<file path="config.mk">
export PLATFORM = sky130hd
export DESIGN_NAME = string_literal_unescaper_flat
export DESIGN_NICKNAME = d
export VERILOG_FILES = /design/src/slu_pkg.sv /design/src/slu_if.sv /design/src/slu_decode.sv /design/src/slu_serializer.sv /design/src/string_literal_unescaper.sv /design/src/flat_wrapper.sv
export SDC_FILE = /design/constraint.sdc
export NUM_CORES = 1
export LEC_CHECK = 0
export ABC_AREA = 1
export BUFFER_PORTS_ARGS = -buffer_cell sky130_fd_sc_hd__buf_2
export CORE_MARGIN = 5
export CORE_UTILIZATION = 62
export DETAILED_ROUTE_END_ITERATION = 6
export HOLD_SLACK_MARGIN = 0.15
export MAX_ROUTING_LAYER = met4
export PLACE_DENSITY = 0.85
export SYNTH_ARGS = -nofsm -noshare
export SYNTH_HDL_FRONTEND = slang
export SYNTH_SLANG_ARGS = --single-unit
</file>
<file path="constraint.sdc">
create_clock -name clk -period 6.3 [get_ports clk]
set_input_delay 1.26 -clock clk [delete_from_list [all_inputs] [get_ports clk]]
set_output_delay 1.26 -clock clk [all_outputs]
set_load 0.05 [all_outputs]
</file>
<file path="src/slu_pkg.sv">
`timescale 1ns / 1ps
package slu_pkg;

	localparam int unsigned CP_W   = 21;
	localparam int unsigned BYTE_W = 8;

	// Characters of interest
	localparam logic [CP_W-1:0] CH_QUOTE     = 21'h00_0022;
	localparam logic [CP_W-1:0] CH_BACKSLASH = 21'h00_005C;
	localparam logic [CP_W-1:0] CH_A         = 21'h00_0061;
	localparam logic [CP_W-1:0] CH_B         = 21'h00_0062;
	localparam logic [CP_W-1:0] CH_F         = 21'h00_0066;
	localparam logic [CP_W-1:0] CH_N         = 21'h00_006E;
	localparam logic [CP_W-1:0] CH_R         = 21'h00_0072;
	localparam logic [CP_W-1:0] CH_T         = 21'h00_0074;
	localparam logic [CP_W-1:0] CH_V         = 21'h00_0076;

	typedef enum logic [1:0] {
		KIND_CONTENT = 2'd0,
		KIND_DONE    = 2'd1,
		KIND_ERROR   = 2'd2
	} kind_t;

	// One input item's worth of output bytes
	typedef struct packed {
		logic                   emit;
		kind_t                  kind;
		logic [1:0]             last_idx;
		logic [3:0][BYTE_W-1:0] bytes;
	} grp_t;

	function automatic logic [CP_W-1:0] map_escape(input logic [CP_W-1:0] cp);
		logic [CP_W-1:0] r;
		r = cp;
		case (cp)
			CH_A:    r = 21'd7;
			CH_B:    r = 21'd8;
			CH_F:    r = 21'd12;
			CH_N:    r = 21'd10;
			CH_R:    r = 21'd13;
			CH_T:    r = 21'd9;
			CH_V:    r = 21'd11;
			default: r = cp;
		endcase
		return r;
	endfunction

	// Plain UTF-8 bit pattern, no range check; byte 0 goes out first
	function automatic grp_t utf8_pack(input logic [CP_W-1:0] cp);
		grp_t g;
		g.emit  = 1'b1;
		g.kind  = KIND_CONTENT;
		g.bytes = '0;
		if (cp[20:7] == '0) begin
			g.last_idx = 2'd0;
			g.bytes[0] = {1'b0, cp[6:0]};
		end else if (cp[20:11] == '0) begin
			g.last_idx = 2'd1;
			g.bytes[0] = {3'b110, cp[10:6]};
			g.bytes[1] = {2'b10, cp[5:0]};
		end else if (cp[20:16] == '0) begin
			g.last_idx = 2'd2;
			g.bytes[0] = {4'b1110, cp[15:12]};
			g.bytes[1] = {2'b10, cp[11:6]};
			g.bytes[2] = {2'b10, cp[5:0]};
		end else begin
			g.last_idx = 2'd3;
			g.bytes[0] = {5'b11110, cp[20:18]};
			g.bytes[1] = {2'b10, cp[17:12]};
			g.bytes[2] = {2'b10, cp[11:6]};
			g.bytes[3] = {2'b10, cp[5:0]};
		end
		return g;
	endfunction

endpackage

</file>
<file path="src/slu_if.sv">
`timescale 1ns / 1ps
interface slu_in_if import slu_pkg::*; ();
	logic            valid;
	logic            ready;
	logic [CP_W-1:0] code_point;
	logic            end_of_input;

	modport source (output valid, code_point, end_of_input, input ready);
	modport sink   (input valid, code_point, end_of_input, output ready);
endinterface

interface slu_out_if import slu_pkg::*; ();
	logic              valid;
	logic              ready;
	logic [1:0]        kind;
	logic [BYTE_W-1:0] data_byte;
	logic              last;

	modport source (output valid, kind, data_byte, last, input ready);
	modport sink   (input valid, kind, data_byte, last, output ready);
endinterface

</file>
<file path="src/slu_decode.sv">
`timescale 1ns / 1ps
module slu_decode import slu_pkg::*; (
	input  logic            clk,
	input  logic            arst_n,
	input  logic            accept,
	input  logic [CP_W-1:0] code_point,
	input  logic            end_of_input,
	output grp_t            grp
);

	logic inside_q, esc_q;
	logic inside_d, esc_d;

	always_comb begin
		inside_d      = inside_q;
		esc_d         = esc_q;
		grp.emit      = 1'b0;
		grp.kind      = KIND_ERROR;
		grp.last_idx  = 2'd0;
		grp.bytes     = '0;
		if (!inside_q) begin
			if (!end_of_input && code_point == CH_QUOTE) begin
				inside_d = 1'b1;
				esc_d    = 1'b0;
			end else begin
				grp.emit = 1'b1;
			end
		end else if (end_of_input) begin
			inside_d = 1'b0;
			esc_d    = 1'b0;
			grp.emit = 1'b1;
		end else if (esc_q) begin
			esc_d = 1'b0;
			grp   = utf8_pack(map_escape(code_point));
		end else if (code_point == CH_BACKSLASH) begin
			esc_d = 1'b1;
		end else if (code_point == CH_QUOTE) begin
			inside_d = 1'b0;
			grp.emit = 1'b1;
			grp.kind = KIND_DONE;
		end else begin
			grp = utf8_pack(code_point);
		end
	end

	always_ff @(posedge clk or negedge arst_n) begin
		if (!arst_n) begin
			inside_q <= 1'b0;
			esc_q    <= 1'b0;
		end else if (accept) begin
			inside_q <= inside_d;
			esc_q    <= esc_d;
		end
	end

`ifndef NO_ASSERTIONS
	// escape can only be armed inside a string
	a_esc_inside: assert property (@(posedge clk) disable iff (!arst_n)
		esc_q |-> inside_q) else $error("escape pending outside string");
`endif

endmodule

</file>
<file path="src/slu_serializer.sv">
`timescale 1ns / 1ps
module slu_serializer import slu_pkg::*; (
	input  logic          clk,
	input  logic          arst_n,
	input  logic          accept,
	input  grp_t          grp,
	output logic          in_ready,
	slu_out_if.source     out_ch
);

	grp_t              grp_s1;
	logic              grp_vld_s1;
	logic [1:0]        idx_q;
	logic              out_vld_q;
	kind_t             kind_q;
	logic [BYTE_W-1:0] byte_q;
	logic              last_q;

	logic load, at_last, freeing;

	assign load     = grp_vld_s1 && (!out_vld_q || out_ch.ready);
	assign at_last  = (idx_q == grp_s1.last_idx);
	assign freeing  = load && at_last;
	assign in_ready = !grp_vld_s1 || freeing;

	always_ff @(posedge clk or negedge arst_n) begin
		if (!arst_n) begin
			grp_vld_s1 <= 1'b0;
			idx_q      <= 2'd0;
			out_vld_q  <= 1'b0;
		end else begin
			if (accept && grp.emit)
				grp_vld_s1 <= 1'b1;
			else if (freeing)
				grp_vld_s1 <= 1'b0;
			if (load)
				idx_q <= at_last ? 2'd0 : idx_q + 2'd1;
			if (load)
				out_vld_q <= 1'b1;
			else if (out_ch.ready)
				out_vld_q <= 1'b0;
		end
	end

	always_ff @(posedge clk) begin
		if (accept && grp.emit)
			grp_s1 <= grp;
		if (load) begin
			kind_q <= grp_s1.kind;
			byte_q <= grp_s1.bytes[idx_q];
			last_q <= at_last;
		end
	end

	assign out_ch.valid     = out_vld_q;
	assign out_ch.kind      = kind_q;
	assign out_ch.data_byte = byte_q;
	assign out_ch.last      = last_q;

`ifndef NO_ASSERTIONS
	a_idx_range: assert property (@(posedge clk) disable iff (!arst_n)
		grp_vld_s1 |-> idx_q <= grp_s1.last_idx) else $error("byte index past group");
	a_status_one: assert property (@(posedge clk) disable iff (!arst_n)
		(grp_vld_s1 && grp_s1.kind != KIND_CONTENT) |-> grp_s1.last_idx == 2'd0)
		else $error("status result with several bytes");
	a_group_held: assert property (@(posedge clk) disable iff (!arst_n)
		(load && !at_last) |=> grp_vld_s1) else $error("group dropped mid-sequence");
	a_idx_reset: assert property (@(posedge clk) disable iff (!arst_n)
		!grp_vld_s1 |-> idx_q == 2'd0) else $error("stale byte index");
`endif

endmodule

</file>
<file path="src/string_literal_unescaper.sv">
`timescale 1ns / 1ps
// An accepted item passes through the group register and then the output register
// before its first result shows on the output. Throughput: one item per cycle when
// each item yields at most one byte and the output is ready; an item encoding to
// several UTF-8 bytes holds the input until the single-byte output register drains
// its byte group. Reset (arst_n low, asynchronous): idle outside any string, no escape, no results.
module string_literal_unescaper import slu_pkg::*; (
	input  logic       clk,
	input  logic       arst_n,
	slu_in_if.sink     in_ch,
	slu_out_if.source  out_ch
);

	grp_t grp;        // decoded byte group for the current input transfer
	logic in_ready;
	logic accept;

	// An input transfer happens when the source is valid and the group register is free or
	// handing its last byte to the output register in this same cycle.
	assign in_ch.ready = in_ready;
	assign accept      = in_ch.valid && in_ready;

	// Quote / escape state machine plus UTF-8 encode, all in one pass.
	slu_decode u_decode (
		.clk          (clk),
		.arst_n       (arst_n),
		.accept       (accept),
		.code_point   (in_ch.code_point),
		.end_of_input (in_ch.end_of_input),
		.grp          (grp)
	);

	// Group register plus output register: emits one byte per transfer,
	// with last set on the final byte of each input item.
	slu_serializer u_serializer (
		.clk      (clk),
		.arst_n   (arst_n),
		.accept   (accept),
		.grp      (grp),
		.in_ready (in_ready),
		.out_ch   (out_ch)
	);

endmodule
</file>
<file path="src/flat_wrapper.sv">
// flat-port wrapper written by rule: the top's interface ports become plain ports
module string_literal_unescaper_flat import slu_pkg::*;
  (clk, arst_n, in_ch_valid, in_ch_code_point, in_ch_end_of_input, in_ch_ready, out_ch_valid, out_ch_kind, out_ch_data_byte, out_ch_last, out_ch_ready);
  slu_in_if in_ch_i ();
  slu_out_if out_ch_i ();
  input  logic clk;
  input  logic arst_n;
  input wire logic [$bits(in_ch_i.valid)-1:0] in_ch_valid;
  input wire logic [$bits(in_ch_i.code_point)-1:0] in_ch_code_point;
  input wire logic [$bits(in_ch_i.end_of_input)-1:0] in_ch_end_of_input;
  output wire logic [$bits(in_ch_i.ready)-1:0] in_ch_ready;
  output wire logic [$bits(out_ch_i.valid)-1:0] out_ch_valid;
  output wire logic [$bits(out_ch_i.kind)-1:0] out_ch_kind;
  output wire logic [$bits(out_ch_i.data_byte)-1:0] out_ch_data_byte;
  output wire logic [$bits(out_ch_i.last)-1:0] out_ch_last;
  input wire logic [$bits(out_ch_i.ready)-1:0] out_ch_ready;
  assign in_ch_i.valid = in_ch_valid;
  assign in_ch_i.code_point = in_ch_code_point;
  assign in_ch_i.end_of_input = in_ch_end_of_input;
  assign in_ch_ready = in_ch_i.ready;
  assign out_ch_valid = out_ch_i.valid;
  assign out_ch_kind = out_ch_i.kind;
  assign out_ch_data_byte = out_ch_i.data_byte;
  assign out_ch_last = out_ch_i.last;
  assign out_ch_i.ready = out_ch_ready;
  string_literal_unescaper u_core (.clk(clk), .arst_n(arst_n), .in_ch(in_ch_i), .out_ch(out_ch_i));
endmodule
</file>
# == After elaboration in Yosys (flattened, before gate mapping) ==
# Index checks and enable logic that the tools add are counted.
# totals
ramBits,0
mem_count,0
word_cells,97
latchBits,0
rom_bits,0
reg_bits,53
inputBits,26
# op_classes
addsub,1
mux,47
div_mod_pow,0
mul,0
reduce_logical,22
shift,0
order_cmp,1
n_eq_ne,10
n_bitwise,1
# ops
cell,count
equality test 21 x 7 -> 1 bit (second input constant),8
one-hot mux 21 bit (7 select lines),1
two-way mux 37 bit,2
two-way mux 16 bit,4
two-way mux 21 bit,3
two-way mux 24 bit,2
two-way mux 22 bit,2
two-way mux 8 bit,5
two-way mux 34 bit,1
logical NOT 14 bit,2
equality test 21 x 6 -> 1 bit (second input constant),1
two-way mux 1 bit,21
logical NOT 10 bit,2
binary-select mux 8 bit (select 2 bit),1
logical NOT 5 bit,2
two-way mux 2 bit,5
nonzero test 2 bit,3
logical AND 1 bit,5
OR reduction 4 bit,1
logical NOT 1 bit,3
less-than comparator 2 x 3 -> 1 bit (second input constant),1
adder 2 x 1 -> 2 bit (second input constant),1
equality test 2 bit,1
logical OR 1 bit,2
3 further kinds,3

# == Depth between registers and ports, before layout ==
# logic_depth
ltp_word,14
mapped_depth,13

# == By module ==
# A second synthesis with hierarchy kept.
# unflattened
hier_cells,383
area_unflattened_um2,3349.5
# by_module_without_submodules
mod,area_each_um2,instances,cells_per_inst
slu_serializer,1911.8,1,125
slu_decode,1430.1,1,256
string_literal_unescaper,7.5,1,2

# == Worst setup path before layout ==
# No wires, ideal clock.
# synth_timing
path_type,input port to flip-flop
start,input port out_ch_ready
end,register u_core.u_serializer.grp_s1[0] (netlist name) (enable)
required_ns,5.842
setup_slack_ns,1.296
arrival_ns,4.547
n_path_buf,0
cell_stages,8
cell_sequence,inv_1 -> nand2_1 -> nand2_1 -> inv_1 -> nand2_1 -> nand2_1 -> inv_1 -> nor3_1
# synth_between
elab_chain_len,6
# synth_lines
element,line,rtl
start: declaration,flat_wrapper.sv:16,input wire logic [$bits(out_ch_i.ready)-1:0] out_ch_ready;
logical OR 1 bit,slu_serializer.sv:21,assign load = grp_vld_s1 && (!out_vld_q || out_ch.ready);
logical AND 1 bit,slu_serializer.sv:21,
named net u_core.u_serializer.load,slu_serializer.sv:19,"logic load, at_last, freeing;"
logical AND 1 bit,slu_serializer.sv:23,assign freeing = load && at_last;
logical OR 1 bit,slu_serializer.sv:24,assign in_ready = !grp_vld_s1 || freeing;
named net in_ch_ready,flat_wrapper.sv:11,output wire logic [$bits(in_ch_i.ready)-1:0] in_ch_ready;
logical AND 1 bit,string_literal_unescaper.sv:21,assign accept = in_ch.valid && in_ready;
logical AND 1 bit,slu_serializer.sv:46,if (accept && grp.emit)
end signal: assignment,slu_serializer.sv:47,grp_s1 <= grp;
end: declaration,slu_serializer.sv:11,grp_t grp_s1;
# The timed path passes the listed nets, and every way through them passes these cells.
# A chain may end at the register's enable or synchronous reset.

# == Final worst setup path ==
# layout_timing
start,input port out_ch_ready
end,output port in_ch_ready
# layout_between
elab_chain_len,4
# layout_lines
element,line
logical OR 1 bit,slu_serializer.sv:21
logical AND 1 bit,slu_serializer.sv:21
named net u_core.u_serializer.load,slu_serializer.sv:19
logical AND 1 bit,slu_serializer.sv:23
logical OR 1 bit,slu_serializer.sv:24
end: declaration,flat_wrapper.sv:11
# The timed path passes the listed nets, and every way through them passes these cells.

==> metrics.csv <==
metric,value,unit
status,completed,
cpPeakStageDelay,370,ps
h-tree-depth,2,
internal_power,0.691,mW
swShare,40.6,%
dr_total_vias,2436,
timing.final.ws_setup,2610,ps
pwr-share-comb,37.0,%
crit_top_cell,nand2_1,
fp-row-count,24,
fp.coreArea,4380,um^2
hp-class,reg -> reg,
numCtsBuffers,5,
finClkSkew,11.8,ps
syn_to_final_growth,10.6,%
place_ws,2590,ps
postSynthCellCount,324,
crit_chain,"buf_2, inv_1, nand2_1, nand2_1, inv_1, nand2_1, nand2_1, buf_2",
path_class,in -> out,
vias_per_cell,5.91,
io-pin-count,39,
clk-insertion-delay-late,310,ps
yosysTopAreaCell,edfxtp_1,
p_sw,0.473,mW
drt_iter0_drc,233,
ys_warn_count,0,
final_max_slew_viol_count,0,
cts_hold_buf,0,
dp_cells,404,
cts.path.max_buffers,2,
final.fill_count,326,
gp_congestion,0.979,
hpwlAfterDp,4.66,mm
path_max_fanout,13,
finalCritPeriodShare,58.6,%
path_delay_family,buffers and inverters,
cts_tree,done,
antenna_cells,0,
p_leak,1.31,nW
powerDensity,372,nW/um^2
wl_per_cell,15.3,um
hold_violations,0,
crit_buf_inv,4,
slew_headroom,44.1,%
min_period,3690,ps
cts.reportedPaths.clkPinSlew,80,ps
grt_max_degree,32,
ys_ff_latch,48,
grt_pass1_wl,10.9,mm
dpl_cell_area,3020,um^2
syn_nets,350,
seqPwrFrac,44.8,%
max_freq,0.271,GHz
clockPowerShare,18.2,%
crit_slowest_cell,inv_1,
clock-root-buffer,clkbuf_8,
grt_setup_unrepaired,false,
whs,436,ps
ir_drop,0.000152,V
finalPower,1.16,mW
finish.utilization,71.3,%
grt_usage,23.2,%
drc,0,
initial_utilization,64.5,%
cp.arrival,2430,ps
synth_area,2830,um^2
required,5040,ps
worstMarginPinSlew,838,ps
setup_viol,0,
syn_area_per_cell,8.72,um^2
drive_gt1_share,25.3,%
io_buffers,38,
fin_cells,412,
firstDrtPassIters,6,
synthTopCellsByArea,"edfxtp_1, nand2_1, nor2_1, dfrtp_1, nand3_1",
startpoint_type,primary input,
netlist.area_leader.share,44.6,%
die_w,77.5,um
grt_pass1_vias,2377,
cap_violations,0,
grt-ovfl-total,0,
antenna_found_initial,0,
critPathCaptureType,output pin,
wirelength,6.32,mm
ant_nets,0,
cts.sinks,48,
yosysSeqAreaShare,49.9,%
synthDistinctLibCells,38,
design_area,3130,um^2
die-height,77.5,um
die_area,6010,um^2
nets,385,
setup_tns,0,ps
cts_setup_buffers,0,
ctsResizeCount,0,
==> layout by cell type (no fill, tap or decap), types with 9 or more instances in the layout <==
| cell | instances |
|---|---|
| buf_2 | 38 |
| inv_2 | 9 |
| o22ai_1 | 9 |
| nand2_1 | 54 |
| a21oi_1 | 12 |
| edfxtp_1 | 42 |
| nor2_2 | 11 |
| nand3_1 | 22 |
| o21ai_0 | 22 |
| inv_1 | 25 |
| nor2_1 | 44 |
| nor3_1 | 10 |
==> worst reg2reg max path, stage by stage, from the launching register on <==
cell	delay [ps]
dfrtp_1	360
inv_1	60
nor2_1	350
clkinv_1	720
a2111oi_2	570
==> cells in the mapped netlist <==
cell / n
nand2_4: 2
nor2_8: 1
o21ai_2: 1
a2111oi_2: 1
o211ai_1: 2
buf_8: 1
edfxtp_1: 42
a31oi_1: 1
or2_0: 1
or2_4: 1
buf_2: 2
nand2_2: 6
dfrtp_1: 6
o211ai_2: 1
nor2_2: 11
a21oi_2: 6
nand3_1: 22
a211oi_1: 2
nand3_2: 2
o22ai_1: 9
o21ai_0: 22
nor3_1: 11
o21ai_1: 4
nand2_1: 54
clkinv_1: 1
clkbuf_1: 4
inv_2: 9
a221oi_1: 1
o21bai_1: 1
inv_1: 25
xor2_1: 1
nor2_4: 4
buf_4: 3
buf_6: 1
nor4_1: 1
a21oi_1: 12
a22oi_1: 6
nor2_1: 44
==> worst paths after layout <==
check,depth (start not counted),startpoint,slack (ps),end
max,8,out_ch_ready,2610,in_ch_ready
min,0,u_core.u_serializer.grp_s1[34],440,u_core.u_serializer.out_ch.kind[0]
max reg2reg,4,u_core.u_decode.inside_q,4030,u_core.u_serializer.grp_s1[10]
min reg2reg,0,u_core.u_serializer.grp_s1[34],440,u_core.u_serializer.out_ch.kind[0]
max in group asynchronous,1,arst_n,5390,u_core.u_decode.esc_q
min in group asynchronous,1,arst_n,770,u_core.u_serializer.out_ch.valid
==> registers in the layout (all words and copies together), names as in the netlist <==
register / count
u_core.u_serializer.grp_vld_s1: 1
u_core.u_serializer.grp_s1: 31
u_core.u_serializer.out_ch.last: 1
u_core.u_serializer.idx_q: 2
u_core.u_serializer.out_ch.kind: 2
u_core.u_serializer.out_ch.data_byte: 8
u_core.u_decode.esc_q: 1
u_core.u_serializer.out_ch.valid: 1
u_core.u_decode.inside_q: 1
==> area by class of cell <==
cell class | count | area [um^2] | share of cell area [%]
multi-input cells | 230 | 1210 | 38.9
well taps | 52 | 65.1 | 2.08
inverters | 35 | 131 | 4.20
flip-flops and latches | 48 | 1410 | 45.1
clock buffers | 5 | 68.8 | 2.20
repair buffers | 39 | 198 | 6.32
clock inverters | 3 | 37.5 | 1.20
==> power groups by stage <==
stage	sequential, mW	clock (mW)	combinational (mW)
floorplan	0.636	0	0.210
global placement	0.524	0	0.419
finish	0.521	0.212	0.431
CTS	0.521	0.212	0.433
global route	0.531	0.232	0.469
detailed placement	0.526	0	0.428
==> per-layer routing <==
metal | GRT usage (%) | up-vias | wire (um)
met5 | - | - | 0
met4 | 10.3 | 0 | 218
met3 | 4.63 | 22 | 478
met2 | 37.2 | 120 | 3020
met1 | 28.3 | 1106 | 2600
li1 | - | 1188 | -
==> logic make-up (layout without fill, tap and decap cells) <==
kind of cell           count (synthesis)  after routing  synth area share, %
AO/OA/AOI/OAI                         69             69                 15.3
flip-flops                            48             48                 49.9
XOR/XNOR                               1              1                0.310
AND/OR/NAND/NOR                      160            160                 27.2
buffers and inverters                 46             82                 7.26
Note: power is estimated with default switching activity, not from simulation.
